File: src/hdl/gyro_angle_integrator_macros.svh
// assertion macros for the gyro angle integrator
// expects clk and rst_n in the scope where a macro is used
`ifndef GYRO_ANGLE_INTEGRATOR_MACROS_SVH
`define GYRO_ANGLE_INTEGRATOR_MACROS_SVH

// same-cycle implication
`define GAI_ASSERT_NOW(lbl, ante, cons, msg) \
  lbl: assert property (@(posedge clk) disable iff (!rst_n) (ante) |-> (cons)) \
    else $error(msg);

// next-cycle implication
`define GAI_ASSERT_NEXT(lbl, ante, cons, msg) \
  lbl: assert property (@(posedge clk) disable iff (!rst_n) (ante) |=> (cons)) \
    else $error(msg);

`endif

File: src/hdl/gai_pkg.sv
// types and constants shared by the gyro angle integrator
// no dependencies
package gai_pkg;

  localparam int NUM_AXES  = 3;
  localparam int ANGLE_W   = 26;
  localparam int RATE_W    = 16;
  localparam int GAIN_W    = 16;
  localparam int CFG_IDX_W = 2;

  // divide-by-24818 constant and its width
  localparam int DIV_W     = 15;
  localparam logic [DIV_W-1:0] SCALE_DIV = 15'd24818;

  localparam logic [ANGLE_W-1:0] FULL_TURN = 26'd36000000;

  // pipeline depth and the stages that touch state
  localparam int LAT      = 8;
  localparam int HIST_STG = 4;
  localparam int ANG_STG  = 7;

  typedef logic [ANGLE_W-1:0] angle_t;

  typedef enum logic {
    FUNC_INTEG = 1'b0,
    FUNC_LOAD  = 1'b1
  } func_t;

  typedef enum logic [CFG_IDX_W-1:0] {
    REG_GAIN_X = 2'd0,
    REG_GAIN_Y = 2'd1,
    REG_GAIN_Z = 2'd2
  } reg_idx_t;

  typedef struct packed {
    func_t             func;
    logic [RATE_W-1:0] rate_x;
    logic [RATE_W-1:0] rate_y;
    logic [RATE_W-1:0] rate_z;
    angle_t            start_angle_x;
    angle_t            start_angle_y;
  } in_item_t;

  typedef struct packed {
    angle_t angle_x;
    angle_t angle_y;
    angle_t angle_z;
  } out_item_t;

  typedef struct packed {
    logic en;        // whole pipeline advances
    logic hist_upd;  // integrate item leaves the scaling stages
    logic ang_upd;   // item at the angle stage is taken
    logic ang_load;  // that item is a load
  } lane_ctrl_t;

endpackage

File: src/hdl/gai_merge.sv
// merges the three lane angles into one result and holds it in a skid pair
// depends on gai_pkg
module gai_merge (
  input  logic                                       clk,
  input  logic                                       rst_n,
  input  logic                                       push,
  input  gai_pkg::angle_t [gai_pkg::NUM_AXES-1:0]    lane_angle,
  input  logic                                       out_ready,
  output logic                                       out_valid,
  output gai_pkg::out_item_t                         out_data,
  output logic                                       full
);
  import gai_pkg::*;

  out_item_t item;
  out_item_t main_r, main_nxt;
  out_item_t skid_r, skid_nxt;
  logic      main_v_r, main_v_nxt;
  logic      skid_v_r, skid_v_nxt;
  logic      take;

  always_comb begin
    item.angle_x = lane_angle[0];
    item.angle_y = lane_angle[1];
    item.angle_z = lane_angle[2];
  end

  assign take = main_v_r & out_ready;

  always_comb begin
    main_nxt   = main_r;
    main_v_nxt = main_v_r;
    skid_nxt   = skid_r;
    skid_v_nxt = skid_v_r;
    // pipeline is held while the skid slot is occupied, so no push then
    if (skid_v_r) begin
      if (take) begin
        main_nxt   = skid_r;
        skid_v_nxt = 1'b0;
      end
    end else if (push) begin
      if (!main_v_r || take) begin
        main_nxt   = item;
        main_v_nxt = 1'b1;
      end else begin
        skid_nxt   = item;
        skid_v_nxt = 1'b1;
      end
    end else if (take) begin
      main_v_nxt = 1'b0;
    end
  end

  always_ff @(posedge clk) begin
    main_r <= main_nxt;
    skid_r <= skid_nxt;
  end

  always_ff @(posedge clk) begin
    if (!rst_n) begin
      main_v_r <= 1'b0;
      skid_v_r <= 1'b0;
    end else begin
      main_v_r <= main_v_nxt;
      skid_v_r <= skid_v_nxt;
    end
  end

  assign out_valid = main_v_r;
  assign out_data  = main_r;
  assign full      = skid_v_r;

endmodule

File: config.mk
export PLATFORM = sky130hd
export DESIGN_NAME = gai_merge
export DESIGN_NICKNAME = d
export VERILOG_FILES = /design/src/hdl/gyro_angle_integrator_macros.svh /design/src/hdl/gai_pkg.sv /design/src/hdl/gai_merge.sv
export SDC_FILE = /design/constraint.sdc
export NUM_CORES = 1
export LEC_CHECK = 0
export ABC_CLOCK_PERIOD_IN_PS = 4600
export BUFFER_PORTS_ARGS = -buffer_cell sky130_fd_sc_hd__buf_2
export CAP_MARGIN = 20
export CORE_AREA = 2 2 147 149
export CTS_CLUSTER_SIZE = 14
export DETAILED_ROUTE_END_ITERATION = 16
export DIE_AREA = 0 0 149 151
export GPL_TIMING_DRIVEN = 0
export PLACE_DENSITY = 0.47
export SYNTH_ARGS = -nofsm -noshare
export SYNTH_HDL_FRONTEND = slang
export SYNTH_SLANG_ARGS = --single-unit
File: constraint.sdc
create_clock -name clk -period 4.6 [get_ports clk]
set_input_delay 0.46 -clock clk [delete_from_list [all_inputs] [get_ports clk]]
set_output_delay 0.46 -clock clk [all_outputs]
set_load 0.005 [all_outputs]
# --- After elaboration in Yosys (flattened, before gate mapping) ---
# Cells that the tools add are included.
classes:
  eq_ne: 2
  mux: 11
  reduce_logical: 8
  n_bitwise: 3
op_table:
  columns: ["cell", "n"]
  rows:
  - ["2-to-1 mux 78 bit", 4]
  - ["AND reduction 3 bit", 3]
  - ["2-to-1 mux 1 bit", 7]
  - ["nonzero test 2 bit", 3]
  - ["!= test 2 x 1 -> 1 bit, second input constant", 2]
  - ["inverter 1 bit", 2]
  - ["bitwise AND 1 bit", 1]
  - ["logical NOT 1 bit", 1]
  - ["logical OR 1 bit", 1]
word_totals:
  out_inout_bits: 80
  register_bits: 158
  wordCells: 32

# --- Depth between registers and ports, before layout ---
logic_depth:
  ltp_word: 5
  ltp_mapped: 4
  mapped_depth_nobuf: 2

# --- Least setup slack after synthesis ---
# OpenSTA, ideal clock, no wires.
synth_path:
  path_kind: "reg2reg"
  startpoint: "register skid_v_r (netlist: full)"
  endpoint: "register main_r, in the netlist out_data[0] (enable)"
  required_ns: 4.060
  arrival_ns: 4.525
  path_stages_with_launch: 5
  path_slack_ns: -0.466
  setup_time_ns: 0.540
  cell_sequence: "dfxtp_1 > buf_6 > buf_6 > mux2i_1 > a21oi_1"
synth_via:
  elab_chain_cells: 2
  word_cells_on_any_way: 4
  classes_between: "eq/ne (1); reduce/logical (3)"
synth_lines:
  columns: ["item", "line", "source"]
  rows:
  - ["start, declared", "gai_merge.sv:19", "logic skid_v_r, skid_v_nxt;"]
  - ["start signal, assigned", "gai_merge.sv:65", "skid_v_r <= skid_v_nxt;"]
  - ["!= test 2 x 1 -> 1 bit (no source line) or nonzero test 2 bit (tied branches)", null, null]
  - ["AND reduction 3 bit (no source line) (*)", null, null]
  - ["end signal, assigned", "gai_merge.sv:55", "main_r <= main_nxt;"]
  - ["end, declared", "gai_merge.sv:16", "out_item_t main_r, main_nxt;"]
# Mark *: on every way between the ends. The rest lies on a longest branch, timed or not.
# A chain may end at the register's enable or synchronous reset.

# --- Worst setup path after layout ---
layout_path:
  startpoint: "register skid_v_r (netlist: full)"
  endpoint: "register skid_r[38] (netlist name) (enable)"
layout_via:
  elab_chain_cells: 2
layout_lines:
  columns: ["item", "line", "source"]
  rows:
  - ["inverter 1 bit (no source line)", null, null]
  - ["AND reduction 3 bit (no source line)", null, null]
  - ["end signal, assigned", "gai_merge.sv:56", "skid_r <= skid_nxt;"]
  - ["end, declared", "gai_merge.sv:17", "out_item_t skid_r, skid_nxt;"]
# Every way passes these cells.

==> results by group <==
Outcome
  • Status: completed

Clock network
  • CTS H-tree lvls: 4
  • Clock tree root driver cell: clkbuf_16
  • Post-CTS Setup Bufs: 0
  • Hold_buf cts: 0
  • CTS buffer count: 17
  • Clk slew on worst S/H paths: ~70 ps
  • Post-CTS sizing: 0
  • Clk_lat worst skew: 420 ps
  • Max clock buf depth: 2
  • TritonCTS clock tree: done
  • CTS sink cnt: around 160

Setup path
  • Critical path arrival: ~2100 ps
  • CP endpoint kind: register
  • Critical path peak fanout: 53
  • Setup CP Type: register to register
  • WP data required: roughly 4700 ps
  • Startpoint Class: register

Drt
  • Final wirelength: 11,600 um
  • Post-route ant nets: 0
  • Remaining routing DRC violations: 0
  • WL/cell: 16.0 um
  • Vias after detailed routing: about 3,000
  • Routed vias/inst: roughly 4.1
  • DR iter-0 viols: about 130
  • Drt pass-1 iters: 4

Floorplan
  • Initial Util: 27.7%
  • I/O Pins: roughly 160
  • # rows: 53
  • Total core area: approximately 21,000 um2
  • DIE AREA: ~22,000 um2
  • Die Wd: between 100 and 150 um
  • Die height: 151 um

Global route
  • Largest net degree at the start of global routing: 54
  • GRT Util Overall: roughly a tenth
  • First-pass GRT wire length: approximately 18,000 um
  • GRT overflow: 0
  • Initial antenna violation count: 0
  • Vias in the first global route: approximately 3,200

Run
  • Max cap viols: 0

Power and ir drop
  • Power Dens Cells: about 440 nW/um2
  • Peak VDD IR: approximately 0.24 mV
  • Leak: approximately 2.8 nW

Placement
  • Input/output buffers: around 160
  • Gpl congestion: roughly 0.64
  • HPWL Detailed: just under 8000 um
  • Placed insts: slightly below 700
  • Worst slack, placed: 2540 ps
  • DP Area: ~7000 um2

Layout
  • Area of the multi-input gates: roughly 960 um2
  • Commonest non-fill, non-tap cell in the layout: buf_2
  • Final Non-Filler Cells: 728
  • Diode count: 0
  • Final core occ: a little over a third
  • Register Area: between 4000 and 5000 um2
  • Most frequent cells in the layout: buf_2 (162), edfxtp_1 (156), mux2_2 (78)
  • Layout cell share with drive strength beyond 1: approximately 62%
  • Area Growth Syn to Fin: 31.8%
  • Nets@finish: between 500 and 600
  • Fill cells: about 2,000
  • Post-route cell area: around 7600 um2

Timing
  • Fmax achieved: 499 MHz
  • Final WS setup: 2600 ps
  • Slew @ Worst Pin: about 600 ps
  • Finish-stage setup viols: 0
  • Final period utilization: between 40% and 50%
  • Slew Viols, Final: 0
  • Period minus WS final: between 2000 and 2500 ps
  • Layout Skew: roughly 12 ps
  • Slew Limit Headroom: approximately 60%
  • Final hold vios: 0
  • TNS Setup: 0 ps
  • RSZ-0062 raised after global routing: no

Logic synthesis
  • Instance count of the mapped netlist: 256
  • Syn Area/Cell: between 20 and 25 um2
  • Area of the mapped netlist: roughly 5800 um2
  • Post-synth cell types: 14
  • Synth warnings: 0
  • #FFs+latches synth: 158
  • Net count after synthesis: between 300 and 400
  • Sequential element share of the synthesized area: between 80% and 90%

Hold path
  • Worst hold path class: input pin to register
-- kinds of logic after synthesis --
| logic type | Yosys count | share of synthesized area [%] |
|---|---|---|
| AO/OA/AOI/OAI | 4 | 0.390 |
| buffers and inverters | 11 | 1.78 |
| flip-flops | 158 | 81.9 |
| multiplexers | 79 | 15.4 |
| AND/OR/NAND/NOR | 4 | 0.521 |
-- metrics by stage --
stage	total power, W	hold slack, ps
5_1_grt	0.00348	200
3_3_place_gp	0.00200	529
3_5_place_dp	0.00202	533
4_1_cts	0.00340	203
2_1_floorplan	0.00186	519
6_report	0.00334	229
-- per-layer routing --
layer | track usage (%) | part of all wire, % | vias to the layer above
li1 | - | - | 1393
met5 | 0 | 0 | -
met1 | 12.8 | 42 | 1518
met3 | 4.88 | 7.9 | 7
met2 | 17.1 | 50 | 99
met4 | 3.71 | 0.93 | 0
-- layout make-up --
cell class / count / share of cell area (%)
flip-flops and latches: 158 / 62.2
multi-input cells: 87 / 12.6
repair buffers: 165 / 11.9
clock buffers: 18 / 5.65
well taps: 275 / 4.53
clock inverters: 14 / 1.88
plain buffers: 9 / 1.25
inverters: 2 / 0.0988
-- Yosys cell counts --
| master | number | share of area, % |
|---|---|---|
| nand2_1 | 1 | 0.065 |
| a21oi_1 | 2 | 0.17 |
| inv_1 | 2 | 0.13 |
| and4bb_2 | 1 | 0.22 |
| nand3b_1 | 1 | 0.13 |
| buf_6 | 8 | 1.6 |
| buf_2 | 1 | 0.087 |
| edfxtp_1 | 156 | 81 |
| mux2_2 | 78 | 15 |
| dfxtp_1 | 2 | 0.69 |
| mux2i_1 | 1 | 0.17 |
| o21ai_0 | 1 | 0.087 |
| nor2b_1 | 1 | 0.11 |
| a211oi_1 | 1 | 0.13 |
-- registers in the layout (all words and copies together) (netlist names) --
signal     flops
out_data      78
skid_r        78
full           1
out_valid      1
-- report_power, final --
group          internal [W]  leakage, nW  total [W]  switching, W
Clock              0.000798        0.258    0.00137      0.000569
Sequential          0.00169         1.48    0.00171     0.0000200
Combinational      0.000139         1.04   0.000269      0.000131
Total               0.00262         2.78    0.00334      0.000720
-- final timing paths --
path | from | to | slack (ps) | cells past startpoint
worst min register to register | skid_r[22] | out_data[22] | 540 | 1
worst min-delay path | lane_angle[63] | skid_r[11] | 230 | 1
worst max register to register | full | skid_r[38] | 2600 | 4
worst max-delay path | full | skid_r[38] | 2600 | 4
-- worst max-delay path: stages (launching register included) --
cell	delay [ps]
dfxtp_1	340
buf_6	180
buf_6	160
and4bb_4	620
buf_16	340
Power figures use the tool's default switching activity.
