### src/hdl/gyro_angle_integrator_macros.svh
// assertion macros for the gyro angle integrator
// expects clk and rst_n in the scope where a macro is used
`ifndef GYRO_ANGLE_INTEGRATOR_MACROS_SVH
`define GYRO_ANGLE_INTEGRATOR_MACROS_SVH

// same-cycle implication
`define GAI_ASSERT_NOW(lbl, ante, cons, msg) \
  lbl: assert property (@(posedge clk) disable iff (!rst_n) (ante) |-> (cons)) \
    else $error(msg);

// next-cycle implication
`define GAI_ASSERT_NEXT(lbl, ante, cons, msg) \
  lbl: assert property (@(posedge clk) disable iff (!rst_n) (ante) |=> (cons)) \
    else $error(msg);

`endif

### src/hdl/gai_pkg.sv
// types and constants shared by the gyro angle integrator
// no dependencies
package gai_pkg;

  localparam int NUM_AXES  = 3;
  localparam int ANGLE_W   = 26;
  localparam int RATE_W    = 16;
  localparam int GAIN_W    = 16;
  localparam int CFG_IDX_W = 2;

  // divide-by-24818 constant and its width
  localparam int DIV_W     = 15;
  localparam logic [DIV_W-1:0] SCALE_DIV = 15'd24818;

  localparam logic [ANGLE_W-1:0] FULL_TURN = 26'd36000000;

  // pipeline depth and the stages that touch state
  localparam int LAT      = 8;
  localparam int HIST_STG = 4;
  localparam int ANG_STG  = 7;

  typedef logic [ANGLE_W-1:0] angle_t;

  typedef enum logic {
    FUNC_INTEG = 1'b0,
    FUNC_LOAD  = 1'b1
  } func_t;

  typedef enum logic [CFG_IDX_W-1:0] {
    REG_GAIN_X = 2'd0,
    REG_GAIN_Y = 2'd1,
    REG_GAIN_Z = 2'd2
  } reg_idx_t;

  typedef struct packed {
    func_t             func;
    logic [RATE_W-1:0] rate_x;
    logic [RATE_W-1:0] rate_y;
    logic [RATE_W-1:0] rate_z;
    angle_t            start_angle_x;
    angle_t            start_angle_y;
  } in_item_t;

  typedef struct packed {
    angle_t angle_x;
    angle_t angle_y;
    angle_t angle_z;
  } out_item_t;

  typedef struct packed {
    logic en;        // whole pipeline advances
    logic hist_upd;  // integrate item leaves the scaling stages
    logic ang_upd;   // item at the angle stage is taken
    logic ang_load;  // that item is a load
  } lane_ctrl_t;

endpackage

### src/hdl/gai_lane.sv
// one axis lane: scale, divide by 24818, four-tap history, divide by 6, angle
// depends on gai_pkg
module gai_lane #(
  parameter int RAW_WIDTH = 16
) (
  input  logic                      clk,
  input  logic                      rst_n,
  input  gai_pkg::lane_ctrl_t       ctrl,
  input  logic [gai_pkg::RATE_W-1:0] rate,
  input  logic [gai_pkg::GAIN_W-1:0] gain,
  input  gai_pkg::angle_t           load_val,
  output gai_pkg::angle_t           angle
);
  import gai_pkg::*;

  localparam int P_W     = RAW_WIDTH + GAIN_W;   // |rate| * gain
  localparam int SPLIT_W = 16;
  localparam int HI_W    = P_W - SPLIT_W;
  localparam int Q_W     = RAW_WIDTH + 2;        // quotient / scaled rate
  localparam int SC_W    = Q_W;
  localparam int SM_W    = SC_W + 3;             // four-tap sum
  localparam int N_W     = SM_W - 1;             // |sum|
  localparam int S6_SH   = N_W + 3;
  localparam int D_W     = N_W - 2;
  localparam int T_W     = ((D_W > ANGLE_W) ? D_W : ANGLE_W) + 2;
  localparam longint unsigned RECIP_VAL  = (64'd1 << P_W) / SCALE_DIV;
  localparam longint unsigned RECIP6_VAL = ((64'd1 << S6_SH) + 64'd5) / 6;
  localparam logic [Q_W-1:0] RECIP  = Q_W'(RECIP_VAL);
  localparam logic [N_W:0]   RECIP6 = (N_W+1)'(RECIP6_VAL);
  localparam logic signed [T_W-1:0] TURN_T = T_W'(FULL_TURN);

  logic [RAW_WIDTH-1:0] raw;
  logic                 raw_neg;
  logic [RAW_WIDTH-1:0] raw_abs;
  logic [P_W-1:0]       prod0;
  angle_t               ldw0;

  logic [P_W-1:0]           p_r   [4];
  logic                     rneg_r[4];
  angle_t                   ldv_r [LAT];
  logic [SPLIT_W+Q_W-1:0]   lo_r;
  logic [HI_W+Q_W-1:0]      hi_r;
  logic [P_W+Q_W-1:0]       qsum;
  logic [Q_W-1:0]           q0_r;
  logic [Q_W-1:0]           q3_r;
  logic [Q_W+DIV_W-1:0]     qm_r;
  logic [P_W-1:0]           rem;
  logic [Q_W-1:0]           qmag;
  logic signed [SC_W-1:0]   scaled;
  logic signed [SC_W-1:0]   scaled_r;
  logic signed [SC_W-1:0]   h1_r, h2_r, h3_r;
  logic signed [SM_W-1:0]   sum;
  logic signed [SM_W-1:0]   sum_r;
  logic [N_W-1:0]           sabs;
  logic [N_W-1:0]           sabs_r;
  logic                     sneg_r;
  logic [2*N_W:0]           dprod;
  logic [D_W-1:0]           d_r;
  logic                     dneg_r;
  logic signed [T_W-1:0]    tt;
  logic signed [T_W-1:0]    tw;
  angle_t                   angle_int;
  angle_t                   angle_r;
  angle_t                   angle_nxt;

  // RATE_W-bit rate: RAW_WIDTH bits, or zero-extended, as two's complement
  if (RAW_WIDTH <= RATE_W) begin : g_raw_narrow
    assign raw = rate[RAW_WIDTH-1:0];
  end else begin : g_raw_wide
    assign raw = {{(RAW_WIDTH-RATE_W){1'b0}}, rate};
  end

  assign raw_neg = raw[RAW_WIDTH-1];
  assign raw_abs = raw_neg ? (~raw + 1'b1) : raw;
  assign prod0   = raw_abs * gain;
  assign ldw0    = (load_val >= FULL_TURN) ? (load_val - FULL_TURN) : load_val;

  // quotient estimate is exact or one low
  assign qsum = {hi_r, SPLIT_W'(0)} + (P_W+Q_W)'(lo_r);
  assign rem  = p_r[3] - P_W'(qm_r);
  assign qmag = q3_r + Q_W'(rem >= P_W'(SCALE_DIV));
  assign scaled = $signed(rneg_r[3] ? (~qmag + 1'b1) : qmag);

  assign sum = SM_W'(h3_r) + (SM_W'(h2_r) <<< 1) + (SM_W'(h1_r) <<< 1) + SM_W'(scaled_r);
  assign sabs = N_W'(sum_r[SM_W-1] ? (~sum_r + 1'b1) : sum_r);
  assign dprod = sabs_r * RECIP6;

  always_comb begin
    tt = dneg_r ? (T_W'(angle_r) + T_W'(d_r)) : (T_W'(angle_r) - T_W'(d_r));
    if (tt >= TURN_T) begin
      tw = tt - TURN_T;
    end else if (tt < 0) begin
      tw = tt + TURN_T;
    end else begin
      tw = tt;
    end
    angle_int = ANGLE_W'(tw);
    angle_nxt = ctrl.ang_load ? ldv_r[ANG_STG] : angle_int;
  end

  assign angle = angle_nxt;

  always_ff @(posedge clk) begin
    if (ctrl.en) begin
      p_r[0]    <= prod0;
      rneg_r[0] <= raw_neg;
      ldv_r[0]  <= ldw0;
      for (int i = 1; i < 4; i++) begin
        p_r[i]    <= p_r[i-1];
        rneg_r[i] <= rneg_r[i-1];
      end
      for (int i = 1; i < LAT; i++) begin
        ldv_r[i] <= ldv_r[i-1];
      end
      lo_r     <= p_r[0][SPLIT_W-1:0] * RECIP;
      hi_r     <= p_r[0][P_W-1:SPLIT_W] * RECIP;
      q0_r     <= qsum[P_W+Q_W-1:P_W];
      qm_r     <= q0_r * SCALE_DIV;
      q3_r     <= q0_r;
      scaled_r <= scaled;
      sum_r    <= sum;
      sabs_r   <= sabs;
      sneg_r   <= sum_r[SM_W-1];
      d_r      <= dprod[2*N_W:S6_SH];
      dneg_r   <= sneg_r;
    end
  end

  always_ff @(posedge clk) begin
    if (!rst_n) begin
      h1_r    <= '0;
      h2_r    <= '0;
      h3_r    <= '0;
      angle_r <= '0;
    end else begin
      if (ctrl.hist_upd) begin
        h3_r <= h2_r;
        h2_r <= h1_r;
        h1_r <= scaled_r;
      end
      if (ctrl.ang_upd) begin
        angle_r <= angle_nxt;
      end
    end
  end

endmodule

### config.mk
export PLATFORM = sky130hd
export DESIGN_NAME = gai_lane
export DESIGN_NICKNAME = d
export VERILOG_FILES = /design/src/hdl/gyro_angle_integrator_macros.svh /design/src/hdl/gai_pkg.sv /design/src/hdl/gai_lane.sv
export SDC_FILE = /design/constraint.sdc
export NUM_CORES = 2
export LEC_CHECK = 0
export BUFFER_PORTS_ARGS = -buffer_cell sky130_fd_sc_hd__buf_2
export CORE_MARGIN = 2
export CORE_UTILIZATION = 40
export CTS_BUF_LIST = sky130_fd_sc_hd__clkbuf_8
export DETAILED_ROUTE_END_ITERATION = 7
export PLACE_DENSITY = 0.66
export RECOVER_POWER = 100
export SLEW_MARGIN = 20
export SYNTH_ARGS = -nofsm -noshare
export SYNTH_HDL_FRONTEND = slang
export SYNTH_SLANG_ARGS = --single-unit
### constraint.sdc
create_clock -name clk -period 9.73 [get_ports clk]
set_input_delay 0 -clock clk [delete_from_list [all_inputs] [get_ports clk]]
set_output_delay 0 -clock clk [all_outputs]
set_load 0.03 [all_outputs]
### Word-level counts from Yosys, hierarchy flattened

Memory sizes are Yosys's and may differ from the RTL's.
Index checks and enable logic that the tools add are counted.

| storage, ports and cells | value |
|---|---|
| bits of input ports | 64 |
| output and inout port bits | 26 |
| RAM bits | 340 |
| memories | 3 |
| word-level logic and storage cells | 54 |
| register bits | 292 |

| operators by class | value |
|---|---|
| multiplexer cells | 10 |
| add/subtract/negate cells | 14 |
| $mul | 5 |
| bitwise operators | 3 |
| order comparisons | 4 |

Memory list:

| name | depth | bits a word | rd ports | clocked after memory_dff | write ports | line | text |
|---|---|---|---|---|---|---|---|
| ldv_r | 8 | 26 | 8 | 0 | 8 | gai_lane.sv:40 | `angle_t ldv_r [LAT];` |
| p_r | 4 | 32 | 4 | 0 | 4 | gai_lane.sv:38 | `logic [P_W-1:0] p_r [4];` |
| rneg_r | 4 | 1 | 4 | 0 | 4 | gai_lane.sv:39 | `logic rneg_r[4];` |

Operators with widths:

| cell | number |
|---|---|
| $mux W26 | 4 |
| $mul A16 B17 Y33 const B | 2 |
| $sub A26 B26 Y26 const B | 2 |
| $add A50 B34 Y50 | 1 |
| $mul A20 B20 Y40 const B | 1 |
| $ge A32 B15 Y1 const B | 1 |
| $mul A16 B16 Y32 | 1 |
| $sub A32 B32 Y32 | 1 |
| $mul A18 B14 Y31 const B | 1 |
| $ge A28 B27 Y1 const B | 1 |
| $lt A28 B1 Y1 const B | 1 |
| $mux W28 | 1 |
| $add A26 B18 Y27 | 1 |
| $sub A26 B18 Y27 | 1 |
| $add A26 B26 Y26 const B | 1 |
| $ge A26 B26 Y1 const B | 1 |
| $add A20 B19 Y21 | 1 |
| $add A21 B18 Y21 | 1 |
| $add A18 B19 Y20 | 1 |
| $add A20 B1 Y20 const B | 1 |
| $mux W20 | 1 |
| $not A20 Y20 | 1 |
| $add A18 B1 Y18 | 1 |
| $add A18 B1 Y18 const B | 1 |
| 6 further kinds | 7 |

### Longest topological paths before layout

An unclocked memory read counts as a cell.

| logic depth | value |
|---|---|
| word-level depth | 7 |
| depth in mapped cells | 35 |
| gate-level depth less buffers | 32 |

### Least setup slack after synthesis

Ideal clock, no wire load.

| path | value |
|---|---|
| kind | input port to flip-flop |
| start | input rate[0] (netlist name) |
| end | memory p_r[0][25] (netlist name), data pin |
| cell stages on the path | 30 |
| setup time | 258 ps |
| buffers on the path | 2 |
| slack | 2653 ps |
| required time | 9472 ps |
| data arrival time | 6819 ps |
| cell sequence | clkbuf_1 -> inv_1 -> ha_1 -> nand2_1 -> or2_2 -> o41ai_1 -> xnor2_1 -> clkbuf_1 -> nand2_1 -> fa_1 -> fa_1 -> inv_1 -> fa_1 -> inv_1 -> fa_1 -> inv_1 -> fa_1 -> inv_1 -> fa_1 -> inv_1 -> ha_1 -> and3_1 -> a211oi_1 -> o31ai_1 -> o41ai_1 -> o221ai_1 -> o21a_1 -> o21a_1 -> nor2_1 -> xnor2_1 |

RTL lines:

| item | line | text |
|---|---|---|
| start: declaration | gai_lane.sv:9 | `input logic [gai_pkg::RATE_W-1:0] rate,` |
| end: declaration | gai_lane.sv:38 |  |

==> results.sh <==
export IMPL_cp_common_cell="fa_1"
export IMPL_cts_tree="yes"
export IMPL_synth_top_cells_by_area="edfxtp_1, fa_1, ha_1"
export IMPL_min_path_type="primary input to flop"
export IMPL_synth_cells=4644
export IMPL_mostFrequentLayoutCell="inv_1"
export IMPL_num_nets_final=6088
export IMPL_r2r_slack_ns=2.50
export IMPL_hold_viol=0
export IMPL_drtPass1Iterations=5
export IMPL_max_stage_delay_ns=0.73
export IMPL_yosysTopAreaCellShare_pct=30.4
export IMPL_synth_nets=5909
export IMPL_boundaryPins=90
export IMPL_arrival_ns=8.47
export IMPL_path_buf_inv=7
export IMPL_violations="capacitance limit, slew limit"
export IMPL_cts_buffers=98
export IMPL_worstSetupPathType="primary input to flop"
export IMPL_path_clk_slew_ns=0.06
export IMPL_cts_resized=0
export IMPL_grt_pass1_wl_um=179000
export IMPL_die_y_um=363
export IMPL_worst_pin_slew_ns=6.52
export IMPL_cp_end_kind="flop"
export IMPL_yosysSeqAreaShare_pct=33.5
export IMPL_ys_seq_elements=601
export IMPL_fin_setup_tns_ns=0
export IMPL_portBuffers=89
export IMPL_grt_use_total_pct=17.0
export IMPL_num_vias=33500
export IMPL_min_period_ns=7.97
export IMPL_cts_max_level=3
export IMPL_crit_slowest_cell="clkbuf_1"
export IMPL_skew_ns=0.0431
export IMPL_fillCellCount=11800
export IMPL_start_util_pct=40.4
export IMPL_layout_common_cells="inv_1, ha_1, edfxtp_1, fa_1, nand2_1"
export IMPL_grt_max_degree=182
export IMPL_grt_pass1_vias=34900
export IMPL_critPathTopFamily="adder cells"
export IMPL_antenna_found_initial=21
export IMPL_wl_per_cell_um=16.7
export IMPL_fp_coreArea_mm2=0.128
export IMPL_dieArea_mm2=0.132
export IMPL_drc_errors=0
export IMPL_viasPerCell=5.10
export IMPL_outcome="complete, but fails checks"
export IMPL_drv_cap=6
export IMPL_ys_async_sr_fraction_pct=0
export IMPL_synth_cell_type_count=108
export IMPL_yosys_area_top_type="edfxtp_1"
export IMPL_cts_root_buf="clkbuf_8"
export IMPL_routed_wirelength_um=110000
export IMPL_clk_latency_ns=0.78
export IMPL_drtAntennaViolNets=0
export IMPL_syn_avg_cell_area_um2=11.1
export IMPL_finalSetupViolations=0
export IMPL_synthFlopType="edfxtp_1"
export IMPL_max_clock_path_buffers=3
export IMPL_overflow=0
export IMPL_crit_fanout=19
export IMPL_layout_drive_gt1_share_pct=5.20
export IMPL_num_rows=131
export IMPL_required_ns=10.23
export IMPL_syn_cell_area_mm2=0.0515
export IMPL_hold_buffers=58
export IMPL_cts_sinks=601
export IMPL_die_w_um=363
export IMPL_gp_congestion=0.899
export IMPL_cts_setup_buffers=0
export IMPL_cp_start_kind="primary input"
export IMPL_fin_crit_sh_pct=82.0
export IMPL_maxSlewViolCount=452
export IMPL_drtIter0Drc=1873
export IMPL_dpl_hpwl_um=86100
export IMPL_syn_to_final_growth_pct=9.27
export IMPL_yosys_warnings=0
export IMPL_synth_edff_count=521
export IMPL_hold_ws_ns=0.229
export IMPL_fmaxAchievable_mhz=125
export IMPL_rsz0062_at_grt="no"
export IMPL_slew_headroom_pct=-335
stage by stage:
| step | instance area, um^2 | std cells | util (%) | setup slack (ns) |
|---|---|---|---|---|
| finish | 56300 | 6573 | 44.1 | 1.76 |
| global route | 56300 | 6572 | 44.1 | 1.26 |
| detailed placement | 53900 | 6327 | 42.2 | 1.95 |
| global placement | 53900 | 6327 | 42.2 | 1.84 |
| floorplan | 51500 | 4644 | - | 2.65 |
| CTS | 56400 | 6565 | 44.2 | 2.16 |
state kept, by name, summed over array words and instances, names as in the netlist:
name / flops
q3_r: 18
sabs_r: 20
h3_r: 18
q0_r: 18
angle_r: 26
lo_r: 25
sneg_r: 1
dneg_r: 1
ldv_r: 208
sum_r: 21
scaled_r: 18
p_r: 108
d_r: 18
h2_r: 18
qm_r: 28
hi_r: 33
rneg_r: 4
h1_r: 18
routing by layer:
layer	vias to the layer above	wire length (um)	GRT usage [%]
met5	-	101	0
met4	16	2690	4.99
met3	204	6070	3.24
met2	725	51700	28.3
met1	16400	49300	22.6
li1	16200	-	-
path summary, 6_finish.rpt:
path                     from           to  depth (start not counted)
hold reg to reg    p_r[2][19]   p_r[3][19]                          0
setup reg to reg   sabs_r[12]      d_r[17]                         25
hold / removal    load_val[2]  ldv_r[0][2]                          2
setup / recovery      rate[0]   p_r[0][25]                         28
synth_stat cells, drive strengths merged (32+ instances only):
| library cell | count |
|---|---|
| xor2 | 62 |
| o31ai | 32 |
| inv | 800 |
| and2 | 128 |
| a21oi | 152 |
| nand3 | 72 |
| a21o | 66 |
| nand2b | 39 |
| mux2i | 63 |
| edfxtp | 521 |
| fa | 491 |
| o21ai | 124 |
| ha | 710 |
| nand2 | 291 |
| nor2 | 216 |
| clkbuf | 79 |
| dfxtp | 80 |
| nor3 | 55 |
| nor2b | 60 |
| xnor2 | 183 |
area by class of cell:
cell class | instances | area (um^2) | share of cell area [%]
clock inverters | 81 | 541 | 0.960
flip-flops and latches | 601 | 17200 | 30.6
diodes | 8 | 20.0 | 0.0356
clock buffers | 99 | 1360 | 2.42
multi-input cells | 3151 | 30900 | 54.9
inverters | 803 | 3010 | 5.35
well taps | 1662 | 2080 | 3.69
repair buffers | 168 | 1140 | 2.02
logic make-up after synthesis:
group                      synth area share, %
adders and majority gates                 36.3
buffers and inverters                     6.53
DFF                                       33.5
muxes                                     1.38
and+or+nand+nor                           9.47
xor gates and xnor gates                  4.18
AOI/OAI and AO/OA                         8.65
Power is not shown: default switching activity piles up to over one toggle a cycle in this logic, so the estimate is an artifact.
